===== config.mk =====
export PLATFORM = sky130hd
export DESIGN_NAME = rct_ram
export DESIGN_NICKNAME = d
export VERILOG_FILES = /design/src/rct_ram.sv
export SDC_FILE = /design/constraint.sdc
export NUM_CORES = 1
export LEC_CHECK = 0
export ABC_AREA = 1
export BUFFER_PORTS_ARGS = -buffer_cell sky130_fd_sc_hd__buf_2
export CAP_MARGIN = 30
export CORE_UTILIZATION = 53
export CTS_CLUSTER_SIZE = 8
export DETAILED_ROUTE_END_ITERATION = 10
export GPL_TIMING_DRIVEN = 0
export PLACE_DENSITY = 0.69
export SYNTH_ARGS = -nofsm -noshare
export SYNTH_HDL_FRONTEND = slang
export SYNTH_SLANG_ARGS = --single-unit

===== constraint.sdc =====
create_clock -name clk -period 1.4 [get_ports clk]
set_input_delay 0.07 -clock clk [delete_from_list [all_inputs] [get_ports clk]]
set_output_delay 0.07 -clock clk [all_outputs]
set_load 0.01 [all_outputs]

===== src/rct_ram.sv =====
// Generic simple dual-port RAM with registered read.
`default_nettype none

module rct_ram #(
  parameter int WIDTH = 8,
  parameter int DEPTH = 32,
  localparam int AW = (DEPTH > 1) ? $clog2(DEPTH) : 1
) (
  input  wire logic             clk,
  input  wire logic             we,
  input  wire logic [AW-1:0]    waddr,
  input  wire logic [WIDTH-1:0] wdata,
  input  wire logic             re,
  input  wire logic [AW-1:0]    raddr,
  output logic      [WIDTH-1:0] rdata
);

  logic [WIDTH-1:0] mem [DEPTH];

  // Write port
  always_ff @(posedge clk) begin
    if (we) begin
      mem[waddr] <= wdata;
    end
  end

  // Registered read port
  always_ff @(posedge clk) begin
    if (re) begin
      rdata <= mem[raddr];
    end
  end

endmodule

`default_nettype wire


==> reports/results.ini <==
[cells_and_area]
final_util=0.612
drive_above_1_share=0.117
fin_cells=1260
nFillCells=1556
area_growth_pct=13.6
nets=1009
finish.instance_area_um2=12300

[synthesis]
yosys.area_share.simple=0.229
synth_cell_types=11
yosys_warnings=0
ys_seq_elements=264
synthAdderAreaFrac=0
yosysTopAreaCell=edfxtp_1
syn_area_per_cell_um2=11.8
synthCells=922
synthMostInstantiatedCell=nand2_1
synth_top_family_by_area=simple AND/OR/NAND/NOR gates
synth_compound_area_frac=0
yosys.area_share.xor_xnor=0
synth_edf_count=264
syn-cell-area_um2=10900
synthFlopType=edfxtp_1
ys_seq_area_frac=0.730
synth_nets=943
synthMuxAreaShare=0
synth_commonest_cells=nand2_1, edfxtp_1, nand3_1
yosysTopAreaCellShare=0.730
synthArstFlopShare=0
synth_top_cells_by_area=edfxtp_1, nand2_1, nand3_1

[global_routing]
grt_max_degree=33
grt_use_total=0.264
grt_pass1_wl_um=40600
grt_overflow=0
antenna_found_initial=2
grt_use_met3=0.0538
grt_use_met2=0.407
met1_usage=0.372
busiest_layer=met2
grt_pass1_vias=6827

[placed_design]
post_dp_cell_area_um2=11300
port_buffers=25
place_congestion=0.943
dpl.hpwl_um=17100
place_inst=1217

[critical_path]
cp.arrival_ns=1.61
r2r_end=rdata[5]
cp.required_ns=1.64
rr_startpoint=mem[5][5]
worstSetupStartpointType=flip-flop
reg2reg_depth=8
worstSetupPathType=flip-flop to flip-flop
cp_max_fo=1
endpoint_kind=flip-flop
ff2ff_setup_slack_ns=0.03

[cts]
h-tree-depth=2
clkLatencyLatePin_ns=0.51
cts.sinks=264
tritoncts=yes
clk_pin_slew_ns=0.05
clock-root-buffer=clkbuf_16
clock_path_buffers=3
cts_inserted_buffers=38

[hold_path]
hold_path.class=input pin to flip-flop
min_from=raddr[4]
hold_depth=3
min_to=rdata[0]

[die]
core_area_um2=20200
io_pins=29
die_y_um=145
rows=52
initial_core_util=0.539
dieArea_um2=21100
die_w_um=145

[timing]
whs_ns=0.127
fin_skew_ns=0.0169
maxSlewViolCount=0
period_minus_slack_ns=1.37
rsz0062_at_grt=false
fin_crit_sh=0.977
fmax_mhz=731
setup_violations=0
tightestPinTransition_ns=0.971
max_slew_margin=0.350
finalHoldViolations=0

[run]
cap_violations=0

[drt]
dr.pass1.iters=5
antenna_left=0
drc=0
viasPerCell=5.72
wire_per_inst_um=21.3
wl_um=26900
route.vias.total=7202
drtIter0Drc=1081

[status]
outcome=finished clean

[pwr]
total_power_w=0.0179
ir_drop_mv=1.08
leakage_nw=4.62
cellPowerDensity_nw_per_um2=1450

repair_timing:
item	CTS	global route
cloned	0	0
endpoints found under the hold margin	8	0
hold buffers	1	0
resized for setup	1	7
setup endpoints to repair	1	6
buffers inserted	0	0
how the worst max path moves through the flow:
stage          startpoint        end  slack [ns]  depth (start not counted)
2_1_floorplan    waddr[0]  mem[0][0]        0.30                          3
3_3_place_gp     raddr[1]   rdata[0]       -0.51                         10
3_5_place_dp     raddr[1]   rdata[0]       -0.52                         10
4_1_cts         mem[5][5]   rdata[5]        0.05                          8
5_1_grt        mem[29][2]   rdata[2]       0.001                          8
6_report        mem[5][5]   rdata[5]        0.03                          8
through the flow:
stage	TNS, ns	worst slack, ns
floorplan	0	0.296
global placement	-64.71	-0.512
detailed placement	-68.30	-0.524
CTS	0	0.0478
global route	0	0.00150
finish	0	0.0329
registers in the layout, indices dropped and copies added (netlist names):
| name | flops |
|---|---|
| mem | 256 |
| rdata | 8 |
area by class of cell:
class / instances / area [um2] / share of cell area
Antenna cell: 2 / 5.00 / 0.000405
Inverter: 10 / 37.5 / 0.00304
Tap cell: 270 / 338 / 0.0274
Buffer: 52 / 412 / 0.0333
Multi-Input combinational cell: 596 / 2510 / 0.203
Timing Repair Buffer: 26 / 135 / 0.0109
Sequential cell: 264 / 7930 / 0.642
Clock inverter: 1 / 8.76 / 0.000709
Clock buffer: 39 / 976 / 0.0790
routing by layer:
layer | share of wire | routed length [um]
met1 | 0.41 | 11100
met2 | 0.46 | 12400
met3 | 0.097 | 2600
met4 | 0.030 | 797
met5 | 0 | 0
layout by cell type, fill, tap and decap left out, drive strengths merged:
cell type | synthesis | final
diode | 0 | 2
nand2 | 360 | 360
dlygate4sd3 | 0 | 1
inv | 10 | 11
edfxtp | 264 | 264
buf | 45 | 71
nand3 | 204 | 204
clkbuf | 7 | 45
nor2 | 32 | 32
worst max-delay path: stages, from the launching register on:
cell      delay (ns)
edfxtp_1        0.37
nand2_1         0.09
nand3_1         0.13
nand3_1         0.15
nand2_1         0.10
nand2_1         0.07
nand2_1         0.05
nand2_1         0.05
nand2_1         0.10
cells by family after synthesis:
group | Yosys count
AND/OR/NAND/NOR | 596
flip-flops | 264
buffers and inverters | 62
power by group:
group	internal [W]	leakage, nW	switching (W)
combinational	0.000323	1.75	0.000831
clock	0.00485	0.485	0.00298
sequential	0.00885	2.39	0.0000241
total	0.0140	4.62	0.00384
Power figures use the tool's default switching activity.
